[src/rtl/pid_controller_antiwindup_core_assert.svh]
// Assertion macros for the PID core. Each expects aclk and aresetn in scope.
// No other dependencies.
`ifndef PID_CONTROLLER_ANTIWINDUP_CORE_ASSERT_SVH
`define PID_CONTROLLER_ANTIWINDUP_CORE_ASSERT_SVH

// Same-cycle implication.
`define PIDAW_ASSERT_SAME(label, ante, cons, msg) \
    label: assert property (@(posedge aclk) disable iff (!aresetn) (ante) |-> (cons)) \
        else $error(msg);

// Next-cycle implication.
`define PIDAW_ASSERT_NEXT(label, ante, cons, msg) \
    label: assert property (@(posedge aclk) disable iff (!aresetn) (ante) |=> (cons)) \
        else $error(msg);

`endif

[src/rtl/pidaw_pkg.sv]
// Shared types and constants for the PID core with integral clamp.
// No dependencies.
`timescale 1ns / 1ps

package pidaw_pkg;

    localparam int FRAC_BITS_DEF    = 16;
    localparam int DT_FLOOR_US_DEF  = 1000;
    localparam int DATA_W           = 32;
    localparam int DT_W             = 20;
    localparam int ACC_W            = 64;
    localparam int PROD_W           = 96;
    localparam int CFG_IDX_W        = 3;
    localparam int USEC_PER_SEC     = 1000000;
    localparam int LIMIT_RST_INT    = 100;
    // Smallest divider width: |err| * dt and |derr| * 1e6 both fit here.
    localparam int DIV_W_MIN        = DATA_W + DT_W;
    localparam int DIV_RADIX_BITS   = 2;

    typedef enum logic [CFG_IDX_W-1:0] {
        REG_SETPOINT   = 3'd0,
        REG_GAIN_P     = 3'd1,
        REG_GAIN_I     = 3'd2,
        REG_GAIN_D     = 3'd3,
        REG_LIMIT_LOW  = 3'd4,
        REG_LIMIT_HIGH = 3'd5
    } cfg_reg_t;

    typedef enum logic [4:0] {
        ST_IDLE,
        ST_P_LO, ST_P_HI, ST_P_FIN,
        ST_S_LO, ST_S_HI, ST_S_DIV, ST_S_WAIT,
        ST_I_LO, ST_I_HI, ST_I_FIN, ST_I_CLAMP, ST_BC_WAIT,
        ST_R_LO, ST_R_HI, ST_R_DIV, ST_R_WAIT,
        ST_D_LO, ST_D_HI, ST_D_FIN,
        ST_SUM1, ST_SUM2, ST_OUT
    } ctrl_state_t;

    typedef enum logic [3:0] {
        OP_NONE,
        OP_LOAD,
        OP_MUL_LO,
        OP_MUL_HI,
        OP_MUL_FIN,
        OP_DIV_STEP,
        OP_ADD_STEP,
        OP_I_CLAMP,
        OP_SAVE_BC,
        OP_DIV_RATE,
        OP_SAVE_RATE,
        OP_SUM1,
        OP_SUM2,
        OP_COMMIT
    } dp_op_t;

    typedef enum logic [2:0] {
        MSEL_P,
        MSEL_STEP,
        MSEL_I,
        MSEL_RATE,
        MSEL_D
    } mul_sel_t;

    typedef struct packed {
        dp_op_t   op;
        mul_sel_t msel;
    } dp_cmd_t;

    typedef struct packed {
        logic first;
        logic div_done;
        logic bc_need;
    } dp_status_t;

endpackage

[src/rtl/pidaw_ctrl.sv]
// Sequencer for the PID core: walks one item through the datapath steps.
// Depends on pidaw_pkg and pid_controller_antiwindup_core_assert.svh.
`timescale 1ns / 1ps
`include "pid_controller_antiwindup_core_assert.svh"

module pidaw_ctrl import pidaw_pkg::*; (
    input  logic       aclk,
    input  logic       aresetn,
    input  logic       s_valid,
    output logic       s_ready,
    output logic       m_valid,
    input  logic       m_ready,
    output dp_cmd_t    cmd,
    input  dp_status_t status
);

    ctrl_state_t state_reg, state_next;
    logic        m_valid_reg, m_valid_next;
    logic        out_free;

    assign out_free = !m_valid_reg || m_ready;

    always_comb begin
        state_next = state_reg;
        unique case (state_reg)
            ST_IDLE:    if (s_valid) state_next = ST_P_LO;
            ST_P_LO:    state_next = ST_P_HI;
            ST_P_HI:    state_next = ST_P_FIN;
            ST_P_FIN:   state_next = status.first ? ST_SUM1 : ST_S_LO;
            ST_S_LO:    state_next = ST_S_HI;
            ST_S_HI:    state_next = ST_S_DIV;
            ST_S_DIV:   state_next = ST_S_WAIT;
            ST_S_WAIT:  if (status.div_done) state_next = ST_I_LO;
            ST_I_LO:    state_next = ST_I_HI;
            ST_I_HI:    state_next = ST_I_FIN;
            ST_I_FIN:   state_next = ST_I_CLAMP;
            ST_I_CLAMP: state_next = status.bc_need ? ST_BC_WAIT : ST_R_LO;
            ST_BC_WAIT: if (status.div_done) state_next = ST_R_LO;
            ST_R_LO:    state_next = ST_R_HI;
            ST_R_HI:    state_next = ST_R_DIV;
            ST_R_DIV:   state_next = ST_R_WAIT;
            ST_R_WAIT:  if (status.div_done) state_next = ST_D_LO;
            ST_D_LO:    state_next = ST_D_HI;
            ST_D_HI:    state_next = ST_D_FIN;
            ST_D_FIN:   state_next = ST_SUM1;
            ST_SUM1:    state_next = ST_SUM2;
            ST_SUM2:    state_next = ST_OUT;
            ST_OUT:     if (out_free) state_next = ST_IDLE;
            default:    state_next = ST_IDLE;
        endcase
    end

    always_comb begin
        cmd.op   = OP_NONE;
        cmd.msel = MSEL_P;
        s_ready  = 1'b0;
        unique case (state_reg)
            ST_IDLE: begin
                s_ready = 1'b1;
                if (s_valid) cmd.op = OP_LOAD;
            end
            ST_P_LO:    cmd.op = OP_MUL_LO;
            ST_P_HI:    cmd.op = OP_MUL_HI;
            ST_P_FIN:   cmd.op = OP_MUL_FIN;
            ST_S_LO: begin
                cmd.op   = OP_MUL_LO;
                cmd.msel = MSEL_STEP;
            end
            ST_S_HI: begin
                cmd.op   = OP_MUL_HI;
                cmd.msel = MSEL_STEP;
            end
            ST_S_DIV:   cmd.op = OP_DIV_STEP;
            ST_S_WAIT:  if (status.div_done) cmd.op = OP_ADD_STEP;
            ST_I_LO: begin
                cmd.op   = OP_MUL_LO;
                cmd.msel = MSEL_I;
            end
            ST_I_HI: begin
                cmd.op   = OP_MUL_HI;
                cmd.msel = MSEL_I;
            end
            ST_I_FIN: begin
                cmd.op   = OP_MUL_FIN;
                cmd.msel = MSEL_I;
            end
            ST_I_CLAMP: cmd.op = OP_I_CLAMP;
            ST_BC_WAIT: if (status.div_done) cmd.op = OP_SAVE_BC;
            ST_R_LO: begin
                cmd.op   = OP_MUL_LO;
                cmd.msel = MSEL_RATE;
            end
            ST_R_HI: begin
                cmd.op   = OP_MUL_HI;
                cmd.msel = MSEL_RATE;
            end
            ST_R_DIV:   cmd.op = OP_DIV_RATE;
            ST_R_WAIT:  if (status.div_done) cmd.op = OP_SAVE_RATE;
            ST_D_LO: begin
                cmd.op   = OP_MUL_LO;
                cmd.msel = MSEL_D;
            end
            ST_D_HI: begin
                cmd.op   = OP_MUL_HI;
                cmd.msel = MSEL_D;
            end
            ST_D_FIN: begin
                cmd.op   = OP_MUL_FIN;
                cmd.msel = MSEL_D;
            end
            ST_SUM1:    cmd.op = OP_SUM1;
            ST_SUM2:    cmd.op = OP_SUM2;
            ST_OUT:     if (out_free) cmd.op = OP_COMMIT;
            default:    cmd.op = OP_NONE;
        endcase
    end

    // The result register is loaded only when the previous item has left.
    assign m_valid_next = (m_valid_reg && !m_ready) || (cmd.op == OP_COMMIT);

    always_ff @(posedge aclk) begin
        if (!aresetn) begin
            state_reg   <= ST_IDLE;
            m_valid_reg <= 1'b0;
        end else begin
            state_reg   <= state_next;
            m_valid_reg <= m_valid_next;
        end
    end

    assign m_valid = m_valid_reg;

    `PIDAW_ASSERT_SAME(a_commit_free, cmd.op == OP_COMMIT, !m_valid_reg || m_ready, "result overwritten before it was taken")
    `PIDAW_ASSERT_SAME(a_done_in_wait, status.div_done, state_reg == ST_S_WAIT || state_reg == ST_BC_WAIT || state_reg == ST_R_WAIT, "divider finished outside a wait state")
    `PIDAW_ASSERT_NEXT(a_first_short, state_reg == ST_P_FIN && status.first, state_reg == ST_SUM1, "first item did not skip the integral and derivative")
    `PIDAW_ASSERT_NEXT(a_accept_start, s_valid && s_ready, state_reg == ST_P_LO, "accepted item did not start the sequence")

endmodule

[config.mk]
export PLATFORM = sky130hd
export DESIGN_NAME = pidaw_ctrl
export DESIGN_NICKNAME = d
export VERILOG_FILES = /design/src/rtl/pidaw_pkg.sv /design/src/rtl/pidaw_ctrl.sv
export VERILOG_INCLUDE_DIRS = /design/src /design/src/rtl
export SDC_FILE = /design/constraint.sdc
export NUM_CORES = 1
export LEC_CHECK = 0
export ABC_CLOCK_PERIOD_IN_PS = 1900
export BUFFER_PORTS_ARGS = -buffer_cell sky130_fd_sc_hd__clkbuf_2
export CORE_MARGIN = 4
export CORE_UTILIZATION = 53
export CTS_BUF_LIST = sky130_fd_sc_hd__clkbuf_16
export CTS_CLUSTER_SIZE = 16
export DETAILED_ROUTE_END_ITERATION = 10
export HOLD_SLACK_MARGIN = 0.06
export PLACE_DENSITY_LB_ADDON = 0.05
export SLEW_MARGIN = 5
export SYNTH_ARGS = -nofsm -noshare
export SYNTH_HDL_FRONTEND = slang
export SYNTH_SLANG_ARGS = --single-unit
[constraint.sdc]
create_clock -name aclk -period 1.9 [get_ports aclk]
set_clock_uncertainty 0.1 [all_clocks]
set_input_delay 0.38 -clock aclk [delete_from_list [all_inputs] [get_ports aclk]]
set_output_delay 0.38 -clock aclk [all_outputs]
set_load 0.01 [all_outputs]
==> summary.md <==
| Metric | Value |
|---|---|
| Via density | `6.24` |
| Synth cell types | `46` |
| CTS max path bufs | `2` |
| Cells after Synth | `around 110` |
| Mapped cell area | `around 750 um^2` |
| Ys Warns | `0` |
| Max Slew Vio Count | `0` |
| Final nets | `142` |
| Crit. End Element | `output pin` |
| Synth async-reset ratio | `0%` |
| Placed instance area | `~900 um^2` |
| R2R Path End | `state_reg[4]$_SDFFE_PN0P_` |
| CP arrival | `between 1 and 1.5 ns` |
| Die Ht | `around 46 um` |
| Max FFs per register | `5` |
| Finished Cell Area | `~0.0011 mm^2` |
| Number of flops mapped to enable cells by yosys | `0` |
| Register area share after synthesis | `roughly 16%` |
| RSZ-0062 raised after global routing | `true` |
| R2r startpoint | `state_reg[3]$_SDFFE_PN0P_` |
| Area Growth Syn to Fin | `47.6%` |
| Root Buffer | `clkbuf_16` |
| Syn Nets | `112` |
| Hold Violations, Final | `0` |
| Syn_area_per_cell | `around 7.2 um^2` |
| Clock Sinks | `6` |
| Crit Path Class | `reg -> out` |
| Setup slack, reg-to-reg | `roughly 0.11 ns` |
| I/O pins | `16` |
| Initial Util | `between 50 and 60%` |
| Overall Global Routing Usage | `between 20% and 30%` |
| CTS tree | `built` |
| Static leakage | `between 0.0004 and 0.0005 uW` |
| Gpl congestion | `about 0.89` |
| Post-synth top flop | `dfxtp_1` |
| Vias in the first global route | `890` |
| Max Freq | `508 MHz` |
| Die area | `about 0.0021 mm^2` |
| Worst reg-to-reg path cell count | `6` |
| Via Count | `~920` |
| Largest net degree at the start of global routing | `13` |
| Outcome | `finished, violations left` |
| Worst-Margin Slew | `0.490 ns` |
| Failing checks | `setup timing` |
| Max Cap Viol | `0` |
| CTS buffer count | `3` |
| Tot Pwr | `1840 uW` |
| Slew HR | `roughly two thirds` |
| Total core area | `about 0.0013 mm^2` |
| Hold path depth | `2` |
| Share of layout cells above drive strength 1 | `between 40% and 50%` |
| Drt wl/cell | `around 17 um` |
| Clock Pin Slew Worst Setup and Hold Paths | `about 0.030 ns` |
| Min-delay worst type | `in -> reg` |
| Required time worst endpoint | `about 1.4 ns` |
| Initial antenna violation count | `0` |
| Pre-CTS setup slack | `0.0234 ns` |
| Final period utilization | `104%` |
| Drt initial violations | `19` |
| Hold endpoint | `state_reg[4]$_SDFFE_PN0P_` |
| # DRC | `0` |
| Critical path fanouts, max | `11` |
| Maximum VDD drop | `1040 uV` |
| Drt first pass iters | `4` |
| Most frequent cells in the layout | `buf_4, clkbuf_2, nand2_1` |
| First-pass GRT wire length | `around 4.2 mm` |
| Min-delay src | `aresetn` |
| Global route overflow | `0` |
| #FFs+latches synth | `6` |
| Clk_lat worst skew | `about 0.23 ns` |
| Cell Pwr Density | `1650 mW/mm^2` |
| Final wirelength | `~2.6 mm` |
| Number of port buffers | `15` |
| Setup slack after layout | `-0.0671 ns` |
| Critical Path Start Type | `register` |
| Final ANT Viol Nets | `0` |
| WHS | `slightly below 0.4 ns` |
| # diodes | `0` |
| Detailed Place HPWL | `approximately 1.6 mm` |
| Die Span X | `~46 um` |
| Setup violations, final | `3` |
| Most common cell after layout, fill and taps aside | `buf_4` |
| Period minus WS final | `roughly 2.0 ns` |
| # H-tree levels | `1` |
| Core Rows | `13` |
## routing by layer
layer,routed length [um],part of all wire [%],global-route usage [%]
met5,0,0,0
met4,68,2.6,12.5
met3,145,5.6,5.93
met2,1310,51,47.4
met1,1050,41,32.5
## synthesized netlist by cell type, types with 2 or more instances
master    number  area (um^2)
and3b_1        2         17.5
o21ai_0        7         35.0
nor2_1         7         26.3
and3_1         3         18.8
a211oi_1       2         15.0
mux2i_1        3         30.0
and2_1         2         12.5
o21a_1         2         15.0
a21oi_1        7         35.0
nor2b_1        3         18.8
nor3_1         4         20.0
buf_2         10         50.1
inv_2          2         7.51
inv_1          2         7.51
nand2_1       11         41.3
a31oi_1        2         12.5
dfxtp_1        6          120
nand4_1        2         12.5
## what timing repair did
item                                   4_1_cts  5_1_grt
setup endpoints to repair                    5        5
gates cloned                                 0        0
hold buffers                                 0        0
pin swaps                                    3        3
resized for setup                           24       10
buffers inserted                             4        2
endpoints found under the hold margin        0        0
## area by class of cell
cell class,instances,area (um^2)
Fill cell,82,204
Inverter,4,15.0
Multi-Input combinational cell,83,608
Clock buffer,3,75.1
Timing Repair Buffer,37,263
Tap cell,15,18.8
Sequential cell,6,134
## kinds of logic after synthesis
group	share of synthesized area [%]
and+or+nand+nor	35.0
AOI/OAI and AO/OA	33.3
muxes	3.98
xor gates and xnor gates	1.16
DFF	15.9
buffers and inverters	10.6
## how the worst max path moves through the flow
stage	cells after the start	end	from	slack, ns
floorplan	6	cmd[5]	state_reg[0]$_SDFFE_PN0P_	0.1
global placement	5	state_reg[4]$_SDFFE_PN0P_	state_reg[3]$_SDFFE_PN0P_	0.03
detailed placement	5	state_reg[4]$_SDFFE_PN0P_	state_reg[3]$_SDFFE_PN0P_	0.02
CTS	6	cmd[3]	state_reg[0]$_SDFFE_PN0P_	-0.06
global route	4	cmd[3]	state_reg[0]$_SDFFE_PN0P_	-0.12
finish	4	cmd[3]	state_reg[2]$_SDFFE_PN0P_	-0.07
## worst max-delay path, stage by stage (launching register included)
cell	delay (ns)
dfxtp_2	0.45
nor2_1	0.12
and3_1	0.22
a221o_1	0.34
clkbuf_2	0.13
## power breakdown
| group | switching (uW) | internal, uW | leakage (uW) |
|---|---|---|---|
| Clock | 72.2 | 270 | 0.0000370 |
| Sequential | 103 | 184 | 0.0000519 |
| Combinational | 619 | 591 | 0.000384 |
## through the flow
| step | setup TNS, ns | utilization [%] | std cells |
|---|---|---|---|
| detailed placement | 0 | 68.6 | 139 |
| global placement | 0 | 68.6 | 139 |
| CTS | -0.0717 | 81.3 | 146 |
| finish | -0.113 | 84.5 | 148 |
| global route | -0.280 | 84.5 | 148 |
| floorplan | 0 | - | 105 |
No activity file was read; power rests on OpenSTA's default activity.
